==> config.mk <==
export PLATFORM = sky130hd
export DESIGN_NAME = line_buffered_receive_fifo_top
export DESIGN_NICKNAME = d
export VERILOG_FILES = /design/src/hdl/lbrf_pkg.sv /design/src/hdl/lbrf_store.sv /design/src/hdl/lbrf_ctrl.sv /design/src/hdl/line_buffered_receive_fifo_top.sv
export SDC_FILE = /design/constraint.sdc
export NUM_CORES = 2
export LEC_CHECK = 0
export BUFFER_PORTS_ARGS = -buffer_cell sky130_fd_sc_hd__buf_2
export CAP_MARGIN = 20
export CORE_MARGIN = 5
export CORE_UTILIZATION = 46
export CTS_CLUSTER_DIAMETER = 100
export DETAILED_ROUTE_END_ITERATION = 8
export PLACE_DENSITY = 0.61
export SYNTH_ARGS = -nofsm -noshare
export SYNTH_HDL_FRONTEND = slang
export SYNTH_SLANG_ARGS = --single-unit
==> constraint.sdc <==
create_clock -name clk -period 4.04 [get_ports clk]
set_input_delay 0.404 -clock clk [delete_from_list [all_inputs] [get_ports clk]]
set_output_delay 0.404 -clock clk [all_outputs]
set_load 0.05 [all_outputs]
==> src/hdl/lbrf_pkg.sv <==
// ----------------------------------------------------------------------------
// lbrf_pkg
// Types, constants and helpers for the line-buffered receive FIFO.
// ----------------------------------------------------------------------------
package lbrf_pkg;

  localparam int DEPTH = 128;
  localparam int PTR_W = (DEPTH > 1) ? $clog2(DEPTH) : 1;
  localparam int CNT_W = $clog2(DEPTH + 1);

  localparam logic [7:0] RX_MASK = 8'h7f;
  localparam logic [7:0] CHAR_CR = 8'h0d;

  typedef enum logic [1:0] {
    OP_RECV  = 2'd0,
    OP_READ  = 2'd1,
    OP_UNGET = 2'd2,
    OP_NONE  = 2'd3
  } op_t;

  typedef enum logic [1:0] {
    ST_OK         = 2'd0,
    ST_EMPTY      = 2'd1,
    ST_DROPPED    = 2'd2,
    ST_UNGET_FULL = 2'd3
  } status_t;

  typedef logic [PTR_W-1:0] ptr_t;
  typedef logic [CNT_W-1:0] cnt_t;

  typedef struct packed {
    logic [1:0] op;
    logic [7:0] data_byte;
  } item_t;

  typedef struct packed {
    logic [7:0] read_char;
    logic [1:0] status;
    logic [7:0] chars_held;
    logic [7:0] lines_held;
  } result_t;

  typedef struct packed {
    logic       we;
    ptr_t       waddr;
    logic [7:0] wdata;
    ptr_t       raddr;
  } mem_req_t;

  function automatic ptr_t step_up(input ptr_t p);
    return (p == ptr_t'(DEPTH - 1)) ? '0 : p + ptr_t'(1);
  endfunction

  function automatic ptr_t step_down(input ptr_t p);
    return (p == '0) ? ptr_t'(DEPTH - 1) : p - ptr_t'(1);
  endfunction

  function automatic logic [7:0] to_byte(input cnt_t c);
    logic [CNT_W+7:0] w;
    w = {8'b0, c};
    return w[7:0];
  endfunction

endpackage

==> src/hdl/lbrf_store.sv <==
// ----------------------------------------------------------------------------
// lbrf_store
// Character store: one write port, one read port, registered read data.
// ----------------------------------------------------------------------------
module lbrf_store (
  input  logic              clk,
  input  lbrf_pkg::mem_req_t req,
  output logic [7:0]        rdata
);
  import lbrf_pkg::*;

  logic [7:0] mem [DEPTH];

  always_ff @(posedge clk) begin
    if (req.we) begin
      mem[req.waddr] <= req.wdata;
    end
    rdata <= mem[req.raddr];
  end

endmodule

==> src/hdl/lbrf_ctrl.sv <==
// ----------------------------------------------------------------------------
// lbrf_ctrl
// Sequencer: pointers, counts, receive/read/unget and the overflow line drop.
// ----------------------------------------------------------------------------
module lbrf_ctrl (
  input  logic               clk,
  input  logic               rst,
  input  logic               item_valid,
  output logic               item_ready,
  input  lbrf_pkg::item_t    item,
  output logic               res_valid,
  input  logic               res_ready,
  output lbrf_pkg::result_t  res,
  output lbrf_pkg::mem_req_t req,
  input  logic [7:0]         rdata
);
  import lbrf_pkg::*;

  typedef enum logic [4:0] {
    S_IDLE   = 5'b00001,
    S_READ   = 5'b00010,
    S_DROP   = 5'b00100,
    S_APPEND = 5'b01000,
    S_RESULT = 5'b10000
  } state_t;

  state_t     state, state_next;
  ptr_t       rd_ptr, rd_ptr_next;
  ptr_t       wr_ptr, wr_ptr_next;
  cnt_t       char_cnt, char_cnt_next;
  cnt_t       line_cnt, line_cnt_next;
  logic [7:0] hold_byte, hold_byte_next;
  logic [7:0] rchar, rchar_next;
  status_t    status, status_next;
  logic       full;
  logic [7:0] masked;

  assign full   = (char_cnt == cnt_t'(DEPTH));
  assign masked = item.data_byte & RX_MASK;

  always_comb begin
    state_next     = state;
    rd_ptr_next    = rd_ptr;
    wr_ptr_next    = wr_ptr;
    char_cnt_next  = char_cnt;
    line_cnt_next  = line_cnt;
    hold_byte_next = hold_byte;
    rchar_next     = rchar;
    status_next    = status;
    req            = '{we: 1'b0, waddr: wr_ptr, wdata: 8'h00, raddr: rd_ptr};
    item_ready     = (state == S_IDLE);
    res_valid      = (state == S_RESULT);
    unique case (state)
      S_IDLE: begin
        if (item_valid) begin
          hold_byte_next = masked;
          rchar_next     = 8'h00;
          status_next    = ST_OK;
          state_next     = S_RESULT;
          unique case (op_t'(item.op))
            OP_RECV: begin
              if (full) begin
                status_next = ST_DROPPED;
                state_next  = S_DROP;
              end else begin
                req.we        = 1'b1;
                req.wdata     = masked;
                wr_ptr_next   = step_up(wr_ptr);
                char_cnt_next = char_cnt + cnt_t'(1);
                if (masked == CHAR_CR) begin
                  line_cnt_next = line_cnt + cnt_t'(1);
                end
              end
            end
            OP_READ: begin
              if (char_cnt == '0) begin
                status_next = ST_EMPTY;
              end else begin
                state_next = S_READ;
              end
            end
            OP_UNGET: begin
              if (full) begin
                status_next = ST_UNGET_FULL;
              end else begin
                req.we        = 1'b1;
                req.waddr     = step_down(rd_ptr);
                req.wdata     = item.data_byte;
                rd_ptr_next   = step_down(rd_ptr);
                char_cnt_next = char_cnt + cnt_t'(1);
                if (item.data_byte == CHAR_CR) begin
                  line_cnt_next = line_cnt + cnt_t'(1);
                end
              end
            end
            default: begin
              state_next = S_RESULT;
            end
          endcase
        end
      end
      S_READ: begin
        rchar_next    = rdata;
        rd_ptr_next   = step_up(rd_ptr);
        char_cnt_next = char_cnt - cnt_t'(1);
        if (rdata == CHAR_CR && line_cnt != '0) begin
          line_cnt_next = line_cnt - cnt_t'(1);
        end
        state_next = S_RESULT;
      end
      S_DROP: begin
        rd_ptr_next   = step_up(rd_ptr);
        char_cnt_next = char_cnt - cnt_t'(1);
        req.raddr     = step_up(rd_ptr);
        if (rdata == CHAR_CR) begin
          if (line_cnt != '0) begin
            line_cnt_next = line_cnt - cnt_t'(1);
          end
          state_next = S_APPEND;
        end else if (char_cnt == cnt_t'(1)) begin
          state_next = S_APPEND;
        end
      end
      S_APPEND: begin
        req.we        = 1'b1;
        req.wdata     = hold_byte;
        wr_ptr_next   = step_up(wr_ptr);
        char_cnt_next = char_cnt + cnt_t'(1);
        if (hold_byte == CHAR_CR) begin
          line_cnt_next = line_cnt + cnt_t'(1);
        end
        state_next = S_RESULT;
      end
      S_RESULT: begin
        if (res_ready) begin
          state_next = S_IDLE;
        end
      end
      default: begin
        state_next = S_IDLE;
      end
    endcase
  end

  always_ff @(posedge clk) begin
    if (rst) begin
      state    <= S_IDLE;
      rd_ptr   <= '0;
      wr_ptr   <= '0;
      char_cnt <= '0;
      line_cnt <= '0;
    end else begin
      state    <= state_next;
      rd_ptr   <= rd_ptr_next;
      wr_ptr   <= wr_ptr_next;
      char_cnt <= char_cnt_next;
      line_cnt <= line_cnt_next;
    end
  end

  always_ff @(posedge clk) begin
    hold_byte <= hold_byte_next;
    rchar     <= rchar_next;
    status    <= status_next;
  end

  assign res = '{read_char:  rchar,
                 status:     status,
                 chars_held: to_byte(char_cnt),
                 lines_held: to_byte(line_cnt)};

endmodule

==> src/hdl/line_buffered_receive_fifo_top.sv <==
// ----------------------------------------------------------------------------
// line_buffered_receive_fifo_top
// Receive character FIFO that counts CR-terminated lines and drops the oldest
// line when a byte arrives into a full buffer.
//
//   channel   dir  handshake                    payload
//   item      in   item_valid / item_ready      item   (op, data_byte)
//   result    out  result_valid / result_ready  result (read_char, status,
//                                                        chars_held, lines_held)
//
// One item at a time: unget, plain receive, an empty read and unused ops go
// straight to a ready result, a read of a held char passes S_READ first; a
// receive into a full buffer passes S_DROP, dropping n chars (at most DEPTH),
// one per cycle on the store read port, then S_APPEND.
// Reset is synchronous and clears pointers and counts; the store is not
// cleared. A stalled result sits in the output register while the next item
// is accepted and worked.
// ----------------------------------------------------------------------------
module line_buffered_receive_fifo_top (
  input  logic              clk,
  input  logic              rst,
  input  logic              item_valid,
  output logic              item_ready,
  input  lbrf_pkg::item_t   item,
  output logic              result_valid,
  input  logic              result_ready,
  output lbrf_pkg::result_t result
);
  import lbrf_pkg::*;

  mem_req_t   req;
  logic [7:0] rdata;
  logic       res_valid;
  logic       res_ready;
  result_t    res;

  lbrf_store u_store (
    .clk   (clk),
    .req   (req),
    .rdata (rdata)
  );

  lbrf_ctrl u_ctrl (
    .clk        (clk),
    .rst        (rst),
    .item_valid (item_valid),
    .item_ready (item_ready),
    .item       (item),
    .res_valid  (res_valid),
    .res_ready  (res_ready),
    .res        (res),
    .req        (req),
    .rdata      (rdata)
  );

  assign res_ready = !result_valid || result_ready;

  always_ff @(posedge clk) begin
    if (rst) begin
      result_valid <= 1'b0;
    end else if (res_ready) begin
      result_valid <= res_valid;
    end
  end

  always_ff @(posedge clk) begin
    if (res_ready && res_valid) begin
      result <= res;
    end
  end

  a_one_at_a_time: assert property (@(posedge clk) disable iff (rst)
    item_valid && item_ready |=> !item_ready)
    else $error("item accepted while previous one in flight");

  a_empty_read_zero: assert property (@(posedge clk) disable iff (rst)
    result_valid && result.status == ST_EMPTY |->
      result.read_char == 8'h00 && result.chars_held == 8'h00)
    else $error("empty read returned data");

  a_unget_full: assert property (@(posedge clk) disable iff (rst)
    result_valid && result.status == ST_UNGET_FULL |->
      result.chars_held == to_byte(cnt_t'(DEPTH)))
    else $error("unget refused while not full");

  a_lines_le_chars: assert property (@(posedge clk) disable iff (rst)
    result_valid && DEPTH < 256 |-> result.lines_held <= result.chars_held)
    else $error("line count exceeds char count");

endmodule
==> results_dict.tcl <==
set metrics [dict create \
    min_path_type "in -> reg" \
    netlist_instances 3413 \
    hpwl_um 77300 \
    grtUsageMet3_pct 3.55 \
    synth_common_cells "edfxtp_1, nand2_1, a21oi_1" \
    track_usage_pct 23.1 \
    vdd_drop_max_v 0.000394 \
    switchingPower_mw 6.79 \
    netlist.top_cell.by_area "edfxtp_1" \
    gp_congestion 0.905 \
    synthesis.area_um2 45700 \
    skew_ns 0.0239 \
    synth.distinct_cells 78 \
    seqPwrFrac_pct 48.7 \
    layout-drive-gt1-share_pct 15.0 \
    critPathRequiredTime_ns 4.64 \
    instances_no_fill 5022 \
    ys_ff_latch 1111 \
    critPathLaunchType "flop" \
    clock_latency_ns 0.69 \
    met1_usage_pct 32.5 \
    path_max_fanout 101 \
    ys_seq_area_share_pct 72.1 \
    finalPower_mw 26.8 \
    clockPowerShare_pct 39.1 \
    worstHoldPathCells 3 \
    cts_buffer_depth 3 \
    finalHoldViolations 0 \
    rows 115 \
    start_util_pct 46.4 \
    rr_worst_depth 12 \
    p_leak_nw 18.4 \
    cts_made_buffers 114 \
    pwr_density_cell_nw_per_um2 504 \
    worstPathArrival_ns 4.55 \
    synthTopCellsByArea "edfxtp_1, nand2_1, a21oi_1, mux2i_1, dfxtp_1" \
    final_nets 3664 \
    grt_max_degree 102 \
    maxSlewHeadroom_pct 32.8 \
    synth_top_area_share_pct 70.2 \
    cts_tree "yes" \
    io_buffers 41 \
    cts.sinks 1111 \
    avgSynthCellArea_um2 13.4 \
    tightest_slew_ns 0.999 \
    ant_nets 0 \
    setup_viol 0 \
    drc 0 \
    endpoint_kind "flop" \
    antenna-diode-count 0 \
    grtUsageMet2_pct 37.3 \
    drv_cap 0 \
    die_x_um 325 \
    clk_pin_slew_ns 0.06 \
    dpl.cell_count 4793 \
    grt-ovfl-total 0 \
    swShare_pct 25.4 \
    area_growth_pct 16.2 \
    final_area_um2 53100 \
    worst-setup-path-type "reg -> reg" \
    io_pins 42 \
    die_h_um 325 \
    grt_pass1_vias 29200 \
    syn-num-nets 3441 \
    drv_slew 0 \
    vias_per_cell 5.97 \
    dieArea_um2 106000 \
    yosysMostFrequentCell "edfxtp_1" \
    h-tree-depth 3 \
    ys.warnings.count 0 \
    internal_power_mw 20.0 \
    period_minus_slack_ns 3.96 \
    routed_wl_um 125000 \
    synth_flop_cell "edfxtp_1" \
    grt_pass1_wl_um 187000 \
    antenna_found_initial 1 \
    synth_async_sr_flop_share_pct 0 \
    outcome "finished, final reports clean" \
    cts_root_buf "clkbuf_16" \
    drtPass1Iterations 6 \
    dr.first_iter.drc_count 3429 \
    grt.busiest_layer "met2" \
    vias 30000 \
    max_freq_ghz 0.253 \
    p_comb_share_pct 12.2 \
    wl_per_cell_um 24.9 \
    dpl_cell_area_um2 49100 \
    finalCritPeriodShare_pct 98.0 \
    coreArea_um2 98400 \
    synth_edf_count 1067 \
]
final cells by class:
class / count / area (um^2)
sequential: 1111 / 32900
clock inverter: 67 / 674
tap: 1287 / 1610
timing repair buffer: 344 / 2950
multi-input combinational: 2048 / 11800
fill: 8107 / 45300
clock buffer: 148 / 3060
inverter: 17 / 63.8
through the flow:
step / TNS [ns] / hold slack [ns] / setup slack [ns] / utilization [%]
6_report: 0 / 0.0790 / 0.0816 / 53.9
4_1_cts: -0.00907 / 0.0403 / -0.00907 / 53.8
3_3_place_gp: -0.120 / 0.401 / -0.0756 / 49.9
5_1_grt: -0.0271 / 0.0763 / -0.0271 / 53.9
3_5_place_dp: -0.236 / 0.406 / -0.122 / 49.9
2_1_floorplan: 0 / 0.400 / 0.0711 / -
flip-flops by register name, indices dropped and copies added, names as in the netlist:
register	cells
result	26
result_valid	1
u_ctrl.char_cnt	8
u_ctrl.hold_byte	7
u_ctrl.line_cnt	8
u_ctrl.rchar	8
u_ctrl.rd_ptr	7
u_ctrl.state	5
u_ctrl.status	2
u_ctrl.wr_ptr	7
u_store.mem	1024
u_store.rdata	8
worst max-delay path: stages (launching register included):
cell and delay, ns:
dfxtp_1 0.38, ha_1 0.26, and4_2 0.34, a211o_1 0.34, o21ai_4 0.21, buf_12 0.37, nand2_1 0.11, a32oi_1 0.26
a2111oi_0 0.14, buf_4 0.18, o31ai_1 0.80, nor2_1 0.09, o32ai_1 0.24
worst paths after layout:
check                   start                to  slack [ns]
max          u_ctrl.rd_ptr[1]  u_store.rdata[0]        0.08
max reg2reg  u_ctrl.rd_ptr[1]  u_store.rdata[0]        0.08
min reg2reg  u_ctrl.status[0]        result[16]        0.42
min              result_ready      result_valid        0.08
per-layer routing:
layer	routed length [um]	part of all wire (%)
met3	9430	7.5
met2	59300	47
met4	4060	3.2
met5	0	0
met1	52300	42
power groups by stage:
stage	sequential, mW	clock, mW	combinational, mW
final	13.0	10.5	3.25
after CTS	13.0	10.6	3.21
after global placement	13.3	0	3.15
after floorplan	13.3	0	1.84
after global routing	13.1	11.1	3.47
after detailed placement	13.3	0	3.17
cells by family (layout without fill, tap and decap cells):
group | after synthesis | in the layout | synth area share, %
mux | 105 | 105 | 2.39
flops | 1111 | 1111 | 72.1
fa+ha+maj | 14 | 14 | 0.400
buf+inv | 254 | 576 | 2.61
compound gates | 748 | 748 | 11.0
simple gates | 1154 | 1154 | 11.0
xor+xnor | 27 | 27 | 0.534
timing repair:
action,4_1_cts,5_1_grt
hold endpoints to repair,7,0
pin swaps,1,2
setup endpoints to repair,4,8
gates resized for setup,4,11
buffers inserted,4,3
hold buffers,7,0
cells in the final DEF (no fill, tap or decap), types with 72 or more instances in the layout:
cell type  count
nor2_1       196
nand3_1      148
nand2_1      609
clkbuf_16    116
edfxtp_1    1067
a311oi_1      72
mux2i_1       91
and3_1        80
a21oi_1      242
buf_4        260
No activity file was read; power rests on OpenSTA's default activity.
